<file path="config.mk">
export PLATFORM = sky130hd
export DESIGN_NAME = utc_timestamp_to_epoch_ns_unit
export DESIGN_NICKNAME = d
export VERILOG_FILES = /design/src/design/ute_pkg.sv /design/src/design/ute_front.sv /design/src/design/ute_queue.sv /design/src/design/ute_back.sv /design/src/design/utc_timestamp_to_epoch_ns_unit.sv
export SDC_FILE = /design/constraint.sdc
export NUM_CORES = 2
export LEC_CHECK = 0
export ABC_AREA = 1
export CAP_MARGIN = 20
export CORE_ASPECT_RATIO = 2
export CORE_MARGIN = 5
export CORE_UTILIZATION = 42
export CTS_CLUSTER_DIAMETER = 60
export DETAILED_ROUTE_END_ITERATION = 8
export DONT_BUFFER_PORTS = 1
export PLACE_DENSITY = 0.69
export RECOVER_POWER = 100
export REMOVE_ABC_BUFFERS = 1
export SYNTH_ARGS = -nofsm -noshare
export SYNTH_HDL_FRONTEND = slang
export SYNTH_SLANG_ARGS = --single-unit
</file>
<file path="constraint.sdc">
create_clock -name clk_i -period 7.5 [get_ports clk_i]
set_input_delay 0.375 -clock clk_i [delete_from_list [all_inputs] [get_ports clk_i]]
set_output_delay 0.375 -clock clk_i [all_outputs]
set_load 0.005 [all_outputs]
</file>
<file path="src/design/ute_pkg.sv">
// ----------------------------------------------------------------------------
// ute_pkg: shared types, constants and tables of the timestamp converter
// Holds the record passed from the parser to the converter, the converter's
// state type and the calendar and scale tables.
// ----------------------------------------------------------------------------
package ute_pkg;

  // ASCII codes of the separators
  localparam logic [7:0] CHAR_DASH  = 8'h2D;
  localparam logic [7:0] CHAR_COLON = 8'h3A;
  localparam logic [7:0] CHAR_DOT   = 8'h2E;
  localparam logic [7:0] CHAR_T     = 8'h54;
  localparam logic [7:0] CHAR_Z     = 8'h5A;
  localparam logic [7:0] CHAR_ZERO  = 8'h30;
  localparam logic [7:0] CHAR_NINE  = 8'h39;

  // Character positions with a meaning of their own
  localparam logic [4:0] POS_SHORT    = 5'd19;  // 'Z' here: no fraction
  localparam logic [4:0] POS_FRAC_LO  = 5'd21;  // first legal 'Z' after a fraction
  localparam logic [4:0] POS_FRAC_HI  = 5'd29;  // last legal 'Z' position
  localparam logic [4:0] POS_SAT      = 5'd31;

  // Time constants
  localparam logic [29:0] NS_PER_SEC  = 30'd1000000000;
  localparam logic [16:0] SEC_PER_DAY = 17'd86400;
  localparam logic [11:0] SEC_PER_HR  = 12'd3600;
  localparam logic [5:0]  SEC_PER_MIN = 6'd60;
  localparam logic [6:0]  MAX_HOUR    = 7'd23;
  localparam logic [6:0]  MAX_MINUTE  = 7'd59;
  localparam logic [6:0]  MAX_SECOND  = 7'd59;
  localparam logic [23:0] EPOCH_DAYS  = 24'd719468;  // March-based day count of 1970-01-01
  localparam logic [12:0] RECIP_100   = 13'd5243;    // ceil(2^19 / 100)
  localparam int unsigned RECIP_SHIFT = 19;

  // One parsed string, handed from the parser to the converter
  typedef struct packed {
    logic [13:0] year;
    logic [6:0]  month;
    logic [6:0]  day;
    logic [6:0]  hour;
    logic [6:0]  minute;
    logic [6:0]  second;
    logic [29:0] frac;
    logic [4:0]  last_pos;
    logic        fmt_ok;
  } ute_rec_t;

  typedef enum logic [2:0] {
    ST_IDLE,
    ST_DIV,
    ST_DAYA,
    ST_DAYB,
    ST_SECS,
    ST_MLO,
    ST_MHI,
    ST_SUM
  } ute_state_e;

  function automatic logic ute_is_digit(logic [7:0] c);
    return (c >= CHAR_ZERO) && (c <= CHAR_NINE);
  endfunction

  // Days in a month; zero for a month code outside 1..12
  function automatic logic [4:0] ute_month_days(logic [6:0] month, logic leap);
    logic [4:0] d;
    case (month) inside
      7'd1, 7'd3, 7'd5, 7'd7, 7'd8, 7'd10, 7'd12: d = 5'd31;
      7'd4, 7'd6, 7'd9, 7'd11:                    d = 5'd30;
      7'd2:                                        d = leap ? 5'd29 : 5'd28;
      default:                                     d = 5'd0;
    endcase
    return d;
  endfunction

  // Day of a year that starts on March 1, for the first day of each month
  function automatic logic [8:0] ute_month_doy(logic [6:0] month);
    logic [8:0] d;
    case (month)
      7'd1:    d = 9'd306;
      7'd2:    d = 9'd337;
      7'd3:    d = 9'd0;
      7'd4:    d = 9'd31;
      7'd5:    d = 9'd61;
      7'd6:    d = 9'd92;
      7'd7:    d = 9'd122;
      7'd8:    d = 9'd153;
      7'd9:    d = 9'd184;
      7'd10:   d = 9'd214;
      7'd11:   d = 9'd245;
      7'd12:   d = 9'd275;
      default: d = 9'd0;
    endcase
    return d;
  endfunction

  // Scale of the fraction to nanoseconds, by position of the closing 'Z'
  function automatic logic [29:0] ute_frac_scale(logic [4:0] last_pos);
    logic [29:0] s;
    case (last_pos)
      5'd21:   s = 30'd100000000;
      5'd22:   s = 30'd10000000;
      5'd23:   s = 30'd1000000;
      5'd24:   s = 30'd100000;
      5'd25:   s = 30'd10000;
      5'd26:   s = 30'd1000;
      5'd27:   s = 30'd100;
      5'd28:   s = 30'd10;
      5'd29:   s = 30'd1;
      default: s = 30'd0;
    endcase
    return s;
  endfunction

endpackage

</file>
<file path="src/design/ute_front.sv">
// ----------------------------------------------------------------------------
// ute_front: character parser
// Checks each character against its position, accumulates the decimal
// fields and hands one record per string to the queue on the last beat.
// ----------------------------------------------------------------------------
module ute_front (
  input  logic              clk_i,
  input  logic              rst_ni,
  input  logic              accept_i,
  input  logic [7:0]        char_in_i,
  input  logic              is_last_i,
  output logic              enq_o,
  output ute_pkg::ute_rec_t rec_o
);

  logic [4:0]  pos_q,    pos_d;
  logic [13:0] year_q,   year_d;
  logic [6:0]  month_q,  month_d;
  logic [6:0]  day_q,    day_d;
  logic [6:0]  hour_q,   hour_d;
  logic [6:0]  minute_q, minute_d;
  logic [6:0]  second_q, second_d;
  logic [29:0] frac_q,   frac_d;
  logic        ferr_q,   ferr_d;
  logic        dig;
  logic [3:0]  dval;

  assign dig  = ute_pkg::ute_is_digit(char_in_i);
  assign dval = char_in_i[3:0];

  always_comb begin
    year_d   = year_q;
    month_d  = month_q;
    day_d    = day_q;
    hour_d   = hour_q;
    minute_d = minute_q;
    second_d = second_q;
    frac_d   = frac_q;
    ferr_d   = ferr_q;
    pos_d    = pos_q;
    enq_o    = 1'b0;
    rec_o    = '0;
    if (accept_i) begin
      case (pos_q) inside
        [5'd30:5'd31]: ferr_d = 1'b1;
        [5'd0:5'd3]: begin
          if (dig) year_d = 14'(year_q * 14'd10) + 14'(dval);
          else     ferr_d = 1'b1;
        end
        5'd4, 5'd7: begin
          if (char_in_i != ute_pkg::CHAR_DASH) ferr_d = 1'b1;
        end
        [5'd5:5'd6]: begin
          if (dig) month_d = 7'(month_q * 7'd10) + 7'(dval);
          else     ferr_d = 1'b1;
        end
        [5'd8:5'd9]: begin
          if (dig) day_d = 7'(day_q * 7'd10) + 7'(dval);
          else     ferr_d = 1'b1;
        end
        5'd10: begin
          if (char_in_i != ute_pkg::CHAR_T) ferr_d = 1'b1;
        end
        [5'd11:5'd12]: begin
          if (dig) hour_d = 7'(hour_q * 7'd10) + 7'(dval);
          else     ferr_d = 1'b1;
        end
        5'd13, 5'd16: begin
          if (char_in_i != ute_pkg::CHAR_COLON) ferr_d = 1'b1;
        end
        [5'd14:5'd15]: begin
          if (dig) minute_d = 7'(minute_q * 7'd10) + 7'(dval);
          else     ferr_d = 1'b1;
        end
        [5'd17:5'd18]: begin
          if (dig) second_d = 7'(second_q * 7'd10) + 7'(dval);
          else     ferr_d = 1'b1;
        end
        default: begin
          if (is_last_i) begin
            if (char_in_i != ute_pkg::CHAR_Z) ferr_d = 1'b1;
          end else if (pos_q == ute_pkg::POS_SHORT) begin
            if (char_in_i != ute_pkg::CHAR_DOT) ferr_d = 1'b1;
          end else if (pos_q < ute_pkg::POS_FRAC_HI) begin
            if (dig) frac_d = 30'(frac_q * 30'd10) + 30'(dval);
            else     ferr_d = 1'b1;
          end else begin
            // a non-final character at the last legal slot: string too long
            ferr_d = 1'b1;
          end
        end
      endcase

      if (pos_q != ute_pkg::POS_SAT) pos_d = pos_q + 5'd1;

      if (is_last_i) begin
        enq_o           = 1'b1;
        rec_o.year      = year_d;
        rec_o.month     = month_d;
        rec_o.day       = day_d;
        rec_o.hour      = hour_d;
        rec_o.minute    = minute_d;
        rec_o.second    = second_d;
        rec_o.frac      = frac_d;
        rec_o.last_pos  = pos_q;
        rec_o.fmt_ok    = !ferr_d &&
                          ((pos_q == ute_pkg::POS_SHORT) ||
                           ((pos_q >= ute_pkg::POS_FRAC_LO) &&
                            (pos_q <= ute_pkg::POS_FRAC_HI)));
        // start the next string from scratch
        year_d   = '0;
        month_d  = '0;
        day_d    = '0;
        hour_d   = '0;
        minute_d = '0;
        second_d = '0;
        frac_d   = '0;
        ferr_d   = 1'b0;
        pos_d    = '0;
      end
    end
  end

  always_ff @(posedge clk_i or negedge rst_ni) begin
    if (!rst_ni) begin
      pos_q    <= '0;
      year_q   <= '0;
      month_q  <= '0;
      day_q    <= '0;
      hour_q   <= '0;
      minute_q <= '0;
      second_q <= '0;
      frac_q   <= '0;
      ferr_q   <= 1'b0;
    end else begin
      pos_q    <= pos_d;
      year_q   <= year_d;
      month_q  <= month_d;
      day_q    <= day_d;
      hour_q   <= hour_d;
      minute_q <= minute_d;
      second_q <= second_d;
      frac_q   <= frac_d;
      ferr_q   <= ferr_d;
    end
  end

endmodule

</file>
<file path="src/design/ute_queue.sv">
// ----------------------------------------------------------------------------
// ute_queue: two-entry record queue
// Decouples the parser from the converter so that each can stall alone.
// ----------------------------------------------------------------------------
module ute_queue (
  input  logic              clk_i,
  input  logic              rst_ni,
  input  logic              enq_i,
  input  ute_pkg::ute_rec_t rec_i,
  input  logic              deq_i,
  output ute_pkg::ute_rec_t rec_o,
  output logic              full_o,
  output logic              empty_o
);

  ute_pkg::ute_rec_t mem_q [2];
  logic              wr_ptr_q;
  logic              rd_ptr_q;
  logic [1:0]        cnt_q;

  assign full_o  = (cnt_q == 2'd2);
  assign empty_o = (cnt_q == 2'd0);
  assign rec_o   = mem_q[rd_ptr_q];

  always_ff @(posedge clk_i) begin
    if (enq_i) mem_q[wr_ptr_q] <= rec_i;
  end

  always_ff @(posedge clk_i or negedge rst_ni) begin
    if (!rst_ni) begin
      wr_ptr_q <= 1'b0;
      rd_ptr_q <= 1'b0;
      cnt_q    <= 2'd0;
    end else begin
      if (enq_i) wr_ptr_q <= ~wr_ptr_q;
      if (deq_i) rd_ptr_q <= ~rd_ptr_q;
      case ({enq_i, deq_i})
        2'b10:   cnt_q <= cnt_q + 2'd1;
        2'b01:   cnt_q <= cnt_q - 2'd1;
        default: cnt_q <= cnt_q;
      endcase
    end
  end

endmodule

</file>
<file path="src/design/ute_back.sv">
// ----------------------------------------------------------------------------
// ute_back: calendar and nanosecond converter
// Runs one record at a time through a short sequence: year divide, date checks,
// day count, seconds, then the nanosecond product in two halves and a range
// check. Holds the finished result in an output register until popped.
// ----------------------------------------------------------------------------
module ute_back (
  input  logic              clk_i,
  input  logic              rst_ni,
  input  ute_pkg::ute_rec_t rec_i,
  input  logic              q_empty_i,
  output logic              deq_o,
  input  logic              pop_i,
  output logic              empty_o,
  output logic              valid_res_o,
  output logic signed [63:0] epoch_ns_o
);

  ute_pkg::ute_state_e st_q, st_d;
  ute_pkg::ute_rec_t   rec_q;
  logic                res_wr;

  logic [13:0]        yy_q;
  logic [7:0]         q_y_q, q_yy_q;
  logic [18:0]        tod_q;
  logic [29:0]        frac_s_q;
  logic               date_ok_q;
  logic [23:0]        part_q;
  logic signed [23:0] days_q;
  logic signed [41:0] secs_q;
  logic [49:0]        pl_q;
  logic signed [51:0] ph_q;
  logic [50:0]        lofr_q;
  logic               res_vld_q;
  logic               res_ok_q;
  logic signed [63:0] res_ns_q;

  // datapath terms
  logic [13:0]        yy_d;
  logic [26:0]        prod_y, prod_yy;
  logic [59:0]        frac_prod;
  logic [13:0]        r100;
  logic               leap;
  logic [4:0]         mdays;
  logic               date_ok_d;
  logic signed [73:0] ns_w;
  logic               in_range;

  // next state
  always_comb begin
    st_d = st_q;
    unique case (st_q)
      ute_pkg::ST_IDLE: if (!q_empty_i) st_d = ute_pkg::ST_DIV;
      ute_pkg::ST_DIV:  st_d = ute_pkg::ST_DAYA;
      ute_pkg::ST_DAYA: st_d = ute_pkg::ST_DAYB;
      ute_pkg::ST_DAYB: st_d = ute_pkg::ST_SECS;
      ute_pkg::ST_SECS: st_d = ute_pkg::ST_MLO;
      ute_pkg::ST_MLO:  st_d = ute_pkg::ST_MHI;
      ute_pkg::ST_MHI:  st_d = ute_pkg::ST_SUM;
      ute_pkg::ST_SUM:  if (res_wr) st_d = ute_pkg::ST_IDLE;
      default:          st_d = ute_pkg::ST_IDLE;
    endcase
  end

  // control outputs
  always_comb begin
    deq_o  = 1'b0;
    res_wr = 1'b0;
    unique case (st_q)
      ute_pkg::ST_IDLE: deq_o  = !q_empty_i;
      ute_pkg::ST_SUM:  res_wr = !res_vld_q || pop_i;
      default: begin
        deq_o  = 1'b0;
        res_wr = 1'b0;
      end
    endcase
  end

  // year / 100 by reciprocal; March-based year drops by one in Jan and Feb
  assign yy_d      = rec_q.year - ((rec_q.month <= 7'd2) ? 14'd1 : 14'd0);
  assign prod_y    = 27'(rec_q.year) * 27'(ute_pkg::RECIP_100);
  assign prod_yy   = 27'(yy_d) * 27'(ute_pkg::RECIP_100);
  assign frac_prod = 60'(rec_q.frac) * 60'(ute_pkg::ute_frac_scale(rec_q.last_pos));

  assign r100  = rec_q.year - (14'(q_y_q) * 14'd100);
  assign leap  = (rec_q.year[1:0] == 2'd0) && ((r100 != 14'd0) || (q_y_q[1:0] == 2'd0));
  assign mdays = ute_pkg::ute_month_days(rec_q.month, leap);
  assign date_ok_d = rec_q.fmt_ok && (rec_q.year != 14'd0) && (rec_q.day != 7'd0) &&
                     (rec_q.day <= 7'(mdays)) &&
                     (rec_q.hour <= ute_pkg::MAX_HOUR) &&
                     (rec_q.minute <= ute_pkg::MAX_MINUTE) &&
                     (rec_q.second <= ute_pkg::MAX_SECOND);

  assign ns_w     = $signed({{2{ph_q[51]}}, ph_q, 20'd0}) + $signed({23'd0, lofr_q});
  assign in_range = (ns_w[73:63] == 11'h000) || (ns_w[73:63] == 11'h7FF);

  always_ff @(posedge clk_i) begin
    if (deq_o) rec_q <= rec_i;
    if (st_q == ute_pkg::ST_DIV) begin
      yy_q     <= yy_d;
      q_y_q    <= prod_y[26:ute_pkg::RECIP_SHIFT];
      q_yy_q   <= prod_yy[26:ute_pkg::RECIP_SHIFT];
      tod_q    <= (19'(rec_q.hour) * 19'(ute_pkg::SEC_PER_HR)) +
                  (19'(rec_q.minute) * 19'(ute_pkg::SEC_PER_MIN)) + 19'(rec_q.second);
      frac_s_q <= frac_prod[29:0];
    end
    if (st_q == ute_pkg::ST_DAYA) begin
      date_ok_q <= date_ok_d;
      part_q    <= 24'(yy_q) * 24'd365 + 24'(yy_q[13:2]) - 24'(q_yy_q) + 24'(q_yy_q[7:2]);
    end
    if (st_q == ute_pkg::ST_DAYB) begin
      days_q <= $signed(part_q + 24'(ute_pkg::ute_month_doy(rec_q.month)) +
                        24'(rec_q.day) - 24'd1 - ute_pkg::EPOCH_DAYS);
    end
    if (st_q == ute_pkg::ST_SECS) begin
      secs_q <= days_q * $signed({1'b0, ute_pkg::SEC_PER_DAY}) + $signed({23'd0, tod_q});
    end
    if (st_q == ute_pkg::ST_MLO) begin
      pl_q <= 50'(secs_q[19:0]) * 50'(ute_pkg::NS_PER_SEC);
    end
    if (st_q == ute_pkg::ST_MHI) begin
      ph_q   <= $signed(secs_q[41:20]) * $signed({1'b0, ute_pkg::NS_PER_SEC});
      lofr_q <= 51'(pl_q) + 51'(frac_s_q);
    end
    if (res_wr) begin
      res_ok_q <= date_ok_q && in_range;
      res_ns_q <= (date_ok_q && in_range) ? ns_w[63:0] : 64'sd0;
    end
  end

  always_ff @(posedge clk_i or negedge rst_ni) begin
    if (!rst_ni) begin
      st_q      <= ute_pkg::ST_IDLE;
      res_vld_q <= 1'b0;
    end else begin
      st_q <= st_d;
      if (res_wr)     res_vld_q <= 1'b1;
      else if (pop_i) res_vld_q <= 1'b0;
    end
  end

  assign empty_o     = !res_vld_q;
  assign valid_res_o = res_ok_q;
  assign epoch_ns_o  = res_ns_q;

  // an invalid result always carries zero
  a_invalid_zero: assert property (@(posedge clk_i) disable iff (!rst_ni)
    (res_vld_q && !res_ok_q) |-> (res_ns_q == 64'sd0))
    else $error("invalid result with nonzero time");

  // a waiting result is never overwritten before it is popped
  a_hold_result: assert property (@(posedge clk_i) disable iff (!rst_ni)
    (res_vld_q && !pop_i) |=> (res_vld_q && $stable(res_ns_q) && $stable(res_ok_q)))
    else $error("waiting result changed");

  // a record leaves the queue only when the converter is free
  a_deq_idle: assert property (@(posedge clk_i) disable iff (!rst_ni)
    deq_o |-> ((st_q == ute_pkg::ST_IDLE) && !q_empty_i))
    else $error("dequeue while busy or from empty queue");

  // the sequence always returns to idle through the result step
  a_idle_from_sum: assert property (@(posedge clk_i) disable iff (!rst_ni)
    ((st_q != ute_pkg::ST_IDLE) && (st_d == ute_pkg::ST_IDLE)) |-> res_wr)
    else $error("converter dropped a record");

endmodule

</file>
<file path="src/design/utc_timestamp_to_epoch_ns_unit.sv">
// ----------------------------------------------------------------------------
// utc_timestamp_to_epoch_ns_unit: UTC timestamp string to epoch nanoseconds
// Parses YYYY-MM-DDTHH:MM:SS[.fffffffff]Z one character per beat and returns
// a valid flag and signed 64-bit nanoseconds since 1970-01-01T00:00:00Z.
// ----------------------------------------------------------------------------
// Usage:
//   Input side is a queue write port: drive char_in_i and is_last_i, raise
//   push; a beat is taken at each clock edge with push high and full low.
//   The parser takes one character per cycle while full is low. On the
//   beat marked is_last_i the parsed string goes into a two-entry record
//   queue; full rises while it holds two strings and holds off more characters.
//   Output side is a queue read port: while empty is low, valid_res_o and
//   epoch_ns_o show the oldest result; pop high with empty low takes it.
//   Exactly one result follows each string, in order.
// Conversion:
//   The converter is a sequencer of 8 states (IDLE, DIV, DAYA, DAYB, SECS,
//   MLO, MHI, SUM) and takes one string at a time: it takes the next string
//   from the queue only in IDLE, after the last result has been written.
// Stall and reset:
//   If the receiver does not pop, the result waits in the output register,
//   the converter holds its next result, the queue fills and then full
//   rises. Reset clears the parser, the queue and the result slot; no result
//   is pending after reset.
// ----------------------------------------------------------------------------
module utc_timestamp_to_epoch_ns_unit (
  input  logic               clk_i,
  input  logic               rst_ni,
  input  logic               push,
  output logic               full,
  input  logic [7:0]         char_in_i,
  input  logic               is_last_i,
  output logic               empty,
  input  logic               pop,
  output logic               valid_res_o,
  output logic signed [63:0] epoch_ns_o
);

  logic              accept;
  logic              enq;
  logic              deq;
  logic              q_empty;
  logic              q_full;
  ute_pkg::ute_rec_t rec_in;
  ute_pkg::ute_rec_t rec_out;
  logic              res_empty;

  // a beat is taken only while the record queue has room
  assign full   = q_full;
  assign accept = push && !q_full;

  ute_front u_front (
    .clk_i     (clk_i),
    .rst_ni    (rst_ni),
    .accept_i  (accept),
    .char_in_i (char_in_i),
    .is_last_i (is_last_i),
    .enq_o     (enq),
    .rec_o     (rec_in)
  );

  ute_queue u_queue (
    .clk_i   (clk_i),
    .rst_ni  (rst_ni),
    .enq_i   (enq),
    .rec_i   (rec_in),
    .deq_i   (deq),
    .rec_o   (rec_out),
    .full_o  (q_full),
    .empty_o (q_empty)
  );

  // pop only counts while a result is shown
  ute_back u_back (
    .clk_i       (clk_i),
    .rst_ni      (rst_ni),
    .rec_i       (rec_out),
    .q_empty_i   (q_empty),
    .deq_o       (deq),
    .pop_i       (pop && !res_empty),
    .empty_o     (res_empty),
    .valid_res_o (valid_res_o),
    .epoch_ns_o  (epoch_ns_o)
  );

  assign empty = res_empty;

endmodule
</file>
Word level (Yosys, flattened, before mapping):

Memories as Yosys holds them, arrays and structs flattened. A register that Yosys moved wholly into a read port is not among the register bits.
Cells that the tools add are included.

* register bits after elaboration: 463
* memory bits (writable): 170
* bits in read-only memories: 944
* word-level logic and storage cells: 289
* memories: 3

* add/subtract/negate cells: 24
* multipliers: 17
* $lt $le $gt $ge: 24
* eq/ne operators: 37
* multiplexer cells: 108
* bitwise logic cells: 2
* reduce and logical (&&, ||, !) cells: 46

Memories
* (name not given): depth 32, bits a word 25, read ports 1, clocked after memory_dff 0, write ports 0, RTL line ute_pkg.sv:99 `case (last_pos)`
* u_queue.mem_q: depth 2, bits a word 85, read ports 1, clocked after memory_dff 1, write ports 1, RTL line ute_queue.sv:16 `ute_pkg::ute_rec_t mem_q [2];`
* (name not given): depth 16, bits a word 9, read ports 1, clocked after memory_dff 0, write ports 0, RTL line ute_pkg.sv:78 `case (month)`

Operators with widths (count)
* 30-bit two-way mux: 15
* 7-bit two-way mux: 45
* 85-bit two-way mux: 2
* 72-bit by 52-bit adder with 73-bit output: 1
* 14-bit two-way mux: 4
* 14-bit by 13-bit multiplier with 27-bit output (second input constant): 2
* 50-bit by 30-bit adder with 51-bit output: 1
* 22-bit by 22-bit multiplier with 43-bit output (second input constant): 1
* 42-bit by 20-bit adder with 42-bit output: 1
* 20-bit by 21-bit multiplier with 41-bit output (second input constant): 1
* 7-bit by 4-bit adder with 7-bit output: 5
* 7-bit by 4-bit equality test with 1-bit output (second input constant): 5
* 24-bit by 11-bit multiplier with 35-bit output (second input constant): 1
* 7-bit by 3-bit multiplier with 6-bit output (second input constant): 5
* 1-bit two-way mux: 31
* 30-bit by 4-bit adder with 30-bit output: 1
* 30-bit by 3-bit multiplier with 29-bit output (second input constant): 1
* 30-bit by 30-bit multiplier with 30-bit output: 1
* 7-bit by 3-bit equality test with 1-bit output (second input constant): 4
* 14-bit nonzero test: 2
* 14-bit subtractor: 2
* 5-bit two-way mux: 5
* 23-bit by 12-bit adder with 24-bit output: 1
* 24-bit by 6-bit adder with 24-bit output: 1
* other kinds (64): 120

Logic depth before layout (Yosys ltp):

* word-level depth: 21
* gate-level depth with buffers: 37
* gate-level depth less buffers: 36

By module:

Synthesis repeated with hierarchy kept, for this count alone.

* cell total of the unflattened synthesis: 10229
* area total of the unflattened synthesis: 91169.9 sq um

By module, submodules not included
* ute_back: times used 1, cells each 8124, area each 74071.0 sq um, sequential area each 14343.8 sq um
* ute_front: times used 1, cells each 1633, area each 10495.1 sq um, sequential area each 2127.0 sq um
* ute_queue: times used 1, cells each 468, area each 6583.8 sq um, sequential area each 5205.0 sq um
* utc_timestamp_to_epoch_ns_unit: times used 1, cells each 4, area each 20.0 sq um, sequential area each 0.0 sq um

Worst setup path after synthesis:

OpenSTA, ideal clock, no wires.

* kind: register to register
* start: register u_back.rec_q[1] (netlist name)
* end: register u_back.frac_s_q[25], data pin
* arrival: 7.224 ns
* data required time: 7.235 ns
* slack: 0.011 ns
* stages on the path, launching flop included: 31
* clock period less this slack: 7.489 ns
* cells stage by stage: edfxtp_1 -> inv_1 -> ha_1 -> nand2_1 -> nand2_1 -> clkinv_1 -> clkbuf_1 -> nor2_1 -> fa_1 -> fa_1 -> fa_1 -> inv_1 -> fa_1 -> inv_1 -> fa_1 -> inv_1 -> fa_1 -> inv_1 -> fa_1 -> inv_1 -> fa_1 -> inv_1 -> ha_1 -> a21oi_1 -> o21a_1 -> inv_1 -> a21oi_1 -> o21ai_0 -> a21oi_1 -> o21ai_0 -> xor2_1

* cells in the longest elaborated chain, start to end: 2

RTL lines
* memory 32 x 25 bit
* 30-bit by 30-bit multiplier with 30-bit output: RTL line ute_back.sv:83 `assign frac_prod = 60'(rec_q.frac) * 60'(ute_pkg::ute_frac_scale(rec_q.last_pos));`
* named net u_back.frac_prod[25]: RTL line ute_back.sv:41 `logic [59:0] frac_prod;`
* to (signal assigned): RTL line ute_back.sv:105 `frac_s_q <= frac_prod[29:0];`
* to (decl): RTL line ute_back.sv:26 `logic [29:0] frac_s_q;`

The timed path passes the listed nets, and every way through them passes these cells.
A chain may end at the register's enable or synchronous reset.

Worst setup path in the final report:

* start: register u_back.rec_q[1] (netlist name)
* end: register u_back.frac_s_q[26], data pin

* cells in the longest elaborated chain, start to end: 2

RTL lines (RTL line)
* memory 32 x 25 bit
* 30-bit by 30-bit multiplier with 30-bit output: ute_back.sv:83
* named net u_back.frac_prod[26]: ute_back.sv:41

The timed path passes the listed nets, and every way through them passes these cells.

==> impl_metrics.csv <==
group,metric,value,unit
floorplanning,start_util,42.08,%
routing,ant_nets,0,
synthesis,synth_top_family_by_area,"adder cells",
synthesis,yosysSeqAreaShare,23.91,%
synthesis,yosysWarnings,0,
synthesis,dominantRegCellSynth,"edfxtp_1",
cts,cts_tree,"done",
timing,fmax,0.1368,GHz
synthesis,synth_top_cell_by_area,"fa_1",
floorplanning,dieArea,219900,um^2
placement,routabilityCongestion,1.019,
timing,rsz0062_at_grt,"yes",
timing,layout_min_cycle_time,7.312,ns
timing,finClkSkew,0.03102,ns
synthesis,ys_ff_latch,718,
routing,routedWlPerCell,20.15,um
worst_setup_path,endpoint_kind,"flip-flop",
synthesis,synthTopCellsByArea,"fa_1 (24%), edfxtp_1 (21%), ha_1 (18%)",
global_route,grt_pass1_wl,393700,um
placement,io_buffer_count,0,
synthesis,synth_compound_gate_area_share,5.479,%
routing,first_pass_iters,6,
global_route,grt_remaining_overflow,0,
worst_hold_path,hold_path.class,"in -> reg",
worst_setup_path,start_kind,"flip-flop",
placement,dp_hpwl,220200,um
timing,setup_viol,0,
timing,slew_violations,965,
worst_setup_path,crit_top_cell,"fa_1",
cells_and_area,fill_cells,19920,
synthesis,async_flop_share,12.95,%
floorplanning,dieHeight,658.2,um
floorplanning,core,209600,um^2
worst_setup_path,required,7.92,ns
routing,avgViaCountPerCell,5.165,
synthesis,avgSynthCellArea,9.110,um^2
cts,clkTransAtPathRegs,0.07,ns
run_status,status,"finished with violations",
cts,cts-buffers-inserted,75,
cells_and_area,multi_input_area,58820,um^2
cts,clockBufferDepth,3,
global_route,grt_max_degree,94,
global_route,grt_usage,23.15,%
timing,finalCritPeriodShare,97.50,%
synthesis,synth_xor_area_share,4.134,%
floorplanning,die_x,334.1,um
synthesis,syn_inst,9684,
routing,vias,65890,
cells_and_area,fin_nets,12250,
timing,finalHoldViolations,0,
global_route,antenna_found_initial,5,
routing,routed_wl,257000,um
cells_and_area,area_delta_synth_final,9.564,%
cts,cts.sinks,718,
job,cap_violations,19,
worst_setup_path,path_max_fanout,8,
cts,cts_max_level,3,
floorplanning,rows,238,
worst_setup_path,cp.arrival,7.74,ns
synthesis,synth.most_common_cell,"inv_1",
routing,drcViolationCount,0,
cts,clock_latency,0.69,ns
timing,max_slew_margin,-271.8,%
synthesis,synth_edf_count,625,
run_status,violations,"max-capacitance violations, max-slew violations",
synthesis,netlist.area_leader.share,24.14,%
worst_setup_path,critPathKind,"reg -> reg",
cells_and_area,seq_area,21100,um^2
timing,tightest_slew,5.577,ns
cts,cts_root_buffer,"clkbuf_16",
synthesis,synth_area,88220,um^2
worst_setup_path,cp_slowest_stage_delay,0.59,ns
cells_and_area,drive_gt1_share,6.735,%
synthesis,synth_cell_types,67,
synthesis,synthSimpleGateAreaFrac,14.60,%
worst_setup_path,worst_path_max_delay_cell,"fa_1",
synthesis,synth_common_cells,"inv_1 (2,228), nand2_1 (1,698), ha_1 (1,237), fa_1 (1,064), nor2_1 (719)",
floorplanning,pin_count,80,
cells_and_area,post-route-util,46.11,%
global_route,grt_pass1_vias,72240,
routing,drt-initial-drc-count,2935,
synthesis,synthAdderAreaFrac,41.69,%
synthesis,synth.area.mux_share,0.01135,%
-- cell usage in the layout (no fill, tap or decap), types with 59 or more instances in the layout --
master	n
buf_4	216
xnor2_1	147
nand4_1	97
nor2_1	688
nand2_1	1681
a21oi_1	351
nor3_1	59
nand3_1	253
nor2_4	67
fa_1	1037
inv_1	2204
xor2_1	261
clkbuf_16	76
o21ai_0	261
dfrtp_1	92
ha_1	1218
edfxtp_1	625
-- cell families after synthesis --
group | Yosys count
and+or+nand+nor | 3025
buffers and inverters | 2363
adders and majority gates | 2301
AOI/OAI and AO/OA | 863
DFF | 718
xor gates and xnor gates | 413
muxes | 1
-- worst max-delay path: cells and delay by family, from the launching register on --
kind                     cells  cell delay [ns]
AND/OR/NAND/NOR              6             0.52
AO/OA/AOI/OAI                2             0.41
flip-flops                   1             0.48
XOR/XNOR                     1             0.16
buffers and inverters        9             0.88
adder cells (fa/ha/maj)     10             4.58
-- final timing paths --
check,startpoint,end,slack [ns],cells after the start
max in group asynchronous,rst_ni,u_queue.rd_ptr_q,1.59,2
worst min register to register,u_back.tod_q[0],u_back.secs_q[0],0.42,0
worst min-delay path,char_in_i[1],u_front.month_q[1],0.05,3
min in group asynchronous,rst_ni,u_front.year_q[13],2.33,2
worst max register to register,u_back.rec_q[1],u_back.frac_s_q[26],0.19,28
worst max-delay path,u_back.rec_q[1],u_back.frac_s_q[26],0.19,28
-- stage by stage --
step                      instance area, um^2  hold slack (ns)  cells  TNS [ns]  setup WS [ns]
after floorplan                         87700          0.07941   9574   -0.1656        -0.1156
after global placement                  93200          0.09124  12580    -1.903        -0.2819
after detailed placement                93260          0.09136  12590    -2.937        -0.3344
after CTS                               96040         0.006044  12730  -0.01819       -0.01819
after global routing                    96660          0.07900  12760   -0.1557       -0.06680
final                                   96660          0.05407  12760         0         0.1877
-- flip-flops by register name, indices dropped and copies added, names as in the netlist, 7 cells and up --
register / count
u_back.yy_q: 14
u_back.lofr_q: 51
u_back.epoch_ns_o: 64
u_back.pl_q: 41
u_back.frac_s_q: 30
u_back.secs_q: 42
u_queue.mem_q: 170
u_back.days_q: 24
u_front.frac_q: 30
u_front.month_q: 7
u_front.second_q: 7
u_back.q_yy_q: 8
u_back.tod_q: 19
u_front.minute_q: 7
u_back.ph_q: 43
u_back.q_y_q: 8
u_front.hour_q: 7
u_front.day_q: 7
u_front.year_q: 14
u_back.rec_q: 85
u_back.part_q: 24
-- metal layers --
metal / up-vias / wire [um] / GRT usage [%]
met3: 995 / 8598 / 2.811
met2: 1740 / 145200 / 46.93
met1: 32270 / 75180 / 19.17
met4: 2 / 28110 / 19.55
met5: - / 7 / 0
li1: 30890 / - / -
-- layout make-up --
type                       count  share of cell area [%]
timing repair inverter         1                0.009061
multi-input combinational   6603                   60.85
antenna                        3                0.007766
sequential                   718                   21.82
inverter                    2253                   8.770
timing repair buffer         281                   2.269
clock inverter                52                  0.6731
tap                         2760                   3.573
clock buffer                  85                   2.023
-- repair_timing --
item	4_1_cts	5_1_grt
resized for setup	31	168
setup endpoints to repair	13	21
cloned	0	1
hold endpoints to repair	105	0
pin swaps	7	98
hold buffers	6	0
setup buffers	2	22
Power is not shown: default switching activity piles up to over one toggle a cycle in this logic, so the estimate is an artifact.
